===== src/rtl/hta_ram.sv =====
// Generic single-port-write, single-port-read RAM with bit write enables.
`default_nettype none

module hta_ram #(
    parameter int WIDTH = 8,
    parameter int DEPTH = 256,
    parameter int AW    = $clog2(DEPTH)
) (
    input  wire logic             i_clk,
    input  wire logic             i_we,
    input  wire logic [AW-1:0]    i_waddr,
    input  wire logic [WIDTH-1:0] i_wmask,
    input  wire logic [WIDTH-1:0] i_wdata,
    input  wire logic [AW-1:0]    i_raddr,
    output logic      [WIDTH-1:0] o_rdata
);

    logic [WIDTH-1:0] mem [DEPTH];

    always_ff @(posedge i_clk) begin
        if (i_we) begin
            for (int b = 0; b < WIDTH; b++) begin
                if (i_wmask[b]) begin
                    mem[i_waddr][b] <= i_wdata[b];
                end
            end
        end
        o_rdata <= mem[i_raddr];
    end

endmodule

`default_nettype wire


===== config.mk =====
export PLATFORM = sky130hd
export DESIGN_NAME = hta_ram
export DESIGN_NICKNAME = d
export VERILOG_FILES = /design/src/rtl/hta_ram.sv
export SDC_FILE = /design/constraint.sdc
export NUM_CORES = 2
export LEC_CHECK = 0
export BUFFER_PORTS_ARGS = -buffer_cell sky130_fd_sc_hd__buf_2
export CORE_ASPECT_RATIO = 0.6
export CORE_MARGIN = 1.5
export CORE_UTILIZATION = 50
export DETAILED_ROUTE_END_ITERATION = 16
export GPL_TIMING_DRIVEN = 0
export PLACE_DENSITY = 0.68
export SYNTH_ARGS = -nofsm -noshare
export SYNTH_HDL_FRONTEND = slang
export SYNTH_SLANG_ARGS = --single-unit

===== constraint.sdc =====
create_clock -name i_clk -period 2.7 [get_ports i_clk]
set_clock_uncertainty 0.05 [all_clocks]
set_input_delay 0.135 -clock i_clk [delete_from_list [all_inputs] [get_ports i_clk]]
set_output_delay 0.135 -clock i_clk [all_outputs]
set_load 0.005 [all_outputs]

==> summary.md <==
| Metric | Value |
|---|---|
| Failing checks | `capacitance limit, slew limit, setup timing` |
| FP Rows | `118` |
| Origin of the worst setup path | `i_waddr[1]` |
| CTS tree | `built` |
| Final setup viols | `273` |
| Clk_lat worst skew | `0.88 ns` |
| Max VDD drop | `518 uV` |
| Mapped Nets | `6021` |
| R2r setup slk | `-0.06 ns` |
| Starting density of the core | `50.6%` |
| DRT Pass-1 Iters | `10` |
| Yosys warning count | `0` |
| Port bufs | `38` |
| Crit Path Max Fanout | `10` |
| Core Region | `0.173 mm2` |
| Largest net degree at the start of global routing | `150` |
| Worst reg2reg path depth | `6` |
| Distinct cells, synth | `54` |
| Placed cell area | `0.0914 mm2` |
| Worst reg2reg endpoint | `o_rdata[2]` |
| Synth Cell Area | `0.0878 mm2` |
| # nets final | `6273` |
| Global route overflow | `0` |
| Seq/Total Area, Yosys | `70.2%` |
| Crit path DAT | `3.51 ns` |
| Routed WL | `315 mm` |
| Top post-synthesis cells by area | `edfxtp_1 (70%), mux4_2 (11%), nor2_1 (8.9%)` |
| ANT nets after route | `0` |
| Area leader, netlist | `edfxtp_1` |
| LEAKAGE | `30.3 nW` |
| Max Freq | `0.332 GHz` |
| Final Worst Setup Slack | `-0.313 ns` |
| Async set-reset flop share out of synthesis | `0%` |
| Yosys reg bits | `2056` |
| Clock slew at reported path FFs | `0.07 ns` |
| H-tree depth | `4` |
| Final setup TNS | `-23.08 ns` |
| Avg Cell Area, Syn | `14.7 um2` |
| Final hold violation count | `0` |
| Num Clock Sinks | `2056` |
| Vias in the first global route | `54600` |
| Most frequent cell after synthesis | `nor2_1` |
| Post-synth top area share | `70.0%` |
| Critical path class | `in2reg` |
| Post-layout instance area | `0.0980 mm2` |
| Number of synthesized flops with an enable pin | `2048` |
| Synth Instances | `5987` |
| DP Wirelength | `220 mm` |
| Num CTS Buffers | `189` |
| Global placer's final weighted congestion | `1.04` |
| Initial drt markers | `13200` |
| Clock Root Buffer | `clkbuf_16` |
| Initial antenna violation count | `25` |
| RSZ-0062 raised after global routing | `yes` |
| Share of cells above drive strength 1 | `16.2%` |
| Hold WC Path Type | `in2reg` |
| Outcome | `finished, violations left` |
| Post-layout min period | `3.01 ns` |
| Commonest cells post-synth | `nor2_1 (2086), edfxtp_1 (2048), mux4_2 (446), clkbuf_1 (290), nand2_1 (290)` |
| CP startpoint kind | `input pin` |
| Pwr Density | `678 mW/mm2` |
| Die area | `0.178 mm2` |
| Crit path capture | `mem[81][7]` |
| Routed len/inst | `36.1 um` |
| Max clock buf depth | `4` |
| Pins Over Slew Limit | `38` |
| Top-level I/O count | `42` |
| Worst Setup End Kind | `register` |
| Die Ht | `328 um` |
| Chip width | `544 um` |
| P&R area growth vs syn | `11.6%` |
| Most common flop cell mapped by yosys | `edfxtp_1` |
| Vias | `59600` |
| Max cap viols | `5` |
| Drt drc | `0` |
| GRT Total Usage | `35.2%` |
| Worst-Margin Slew | `1.62 ns` |
| Slew headroom | `-8.64%` |
| DR vias/cell | `6.83` |
| CP required | `3.19 ns` |
| Crit share post-route | `112%` |
| Reg-to-reg startpoint | `mem[168][2]` |
| First-pass GRT wire length | `429 mm` |
## cell type report
| class | instances | area [um2] |
|---|---|---|
| antenna | 14 | 35.0 |
| buffer | 444 | 2400 |
| clock buffer | 233 | 5000 |
| clock inverter | 94 | 688 |
| fill | 13700 | 75500 |
| inverter | 4 | 17.5 |
| multi-input combinational | 3480 | 24600 |
| sequential | 2056 | 61700 |
| tap | 2340 | 2930 |
| timing repair buffer | 64 | 701 |
## worst max-delay path, stage by stage
cell and delay, ns:
buf_2 0.15, nand2b_1 0.21, nor3_1 1.23, clkbuf_2 0.88
nand2_1 0.58, nor2_1 0.31
## cells in the final DEF (no fill, tap or decap), drive strengths merged, types with 10 or more instances in the layout
cell type	netlist	final
a211oi	15	15
a21boi	14	14
a21oi	83	83
a221oi	25	25
a22o	12	12
a22oi	159	159
buf	157	206
bufinv	0	10
clkbuf	290	520
clkinv	1	81
diode	0	14
edfxtp	2048	2048
mux2i	135	135
mux4	446	446
nand2	290	290
nand2b	12	12
nor2	2086	2086
nor3	29	29
nor4	30	30
o21ai	22	22
o221ai	36	36
o22ai	23	23
## where the power goes
part	total (mW)	internal [mW]	switching, mW
Sequential	35.2	35.1	0.0166
Clock	26.1	14.0	12.1
Combinational	5.13	1.28	3.85
Total	66.4	50.4	16.0
## kinds of logic (layout without fill, tap and decap cells)
| group | count (synthesis) | after routing | synth area share, % |
|---|---|---|---|
| and+or+nand+nor | 2477 | 2477 | 10.8 |
| DFF | 2056 | 2056 | 70.2 |
| AOI/OAI and AO/OA | 417 | 417 | 3.37 |
| muxes | 586 | 586 | 13.0 |
| other | 0 | 14 | 0 |
| buffers and inverters | 451 | 839 | 2.55 |
## sequential cells by signal (all words and copies together), names as in the netlist
signal / cells
o_rdata: 8
mem: 2048
## how the worst min path moves through the flow
stage,start,endpoint,depth (start not counted)
2_1_floorplan,i_wdata[0],mem[0][0],0
3_3_place_gp,o_rdata[3],o_rdata[3],1
3_5_place_dp,o_rdata[4],o_rdata[4],1
4_1_cts,i_waddr[2],mem[32][2],4
6_report,i_waddr[1],mem[60][5],4
5_1_grt,i_waddr[1],mem[44][7],4
## per-stage QoR
stage / power (mW) / util (%) / hold slack (ns) / std cells / setup slack [ns]
floorplan: 37.9 / - / 0.184 / 5987 / 0.764
global placement: 40.4 / 52.4 / 0.464 / 8365 / -2.54
detailed placement: 40.5 / 52.7 / 0.463 / 8380 / -2.59
CTS: 65.7 / 56.4 / 0.0519 / 8716 / 0.00572
global route: 67.3 / 56.5 / 0.0942 / 8720 / -0.0331
finish: 66.4 / 56.5 / 0.113 / 8729 / -0.313
## timing repair
action                                  4_1_cts  5_1_grt
hold endpoints to repair                    911        0
gates resized for setup                     164       59
pin swaps                                     2        2
hold buffers                                  8        0
endpoints found under the setup margin       72        8
setup buffers                                 3        0
## routing by layer
| layer | global-route usage (%) | up-vias | wire length [um] |
|---|---|---|---|
| li1 | - | 22800 | - |
| met5 | 0.583 | - | 592 |
| met3 | 21.0 | 790 | 67900 |
| met4 | 13.2 | 42 | 13600 |
| met1 | 50.1 | 30200 | 114000 |
| met2 | 43.3 | 5833 | 119000 |
No activity file was read; power rests on OpenSTA's default activity.
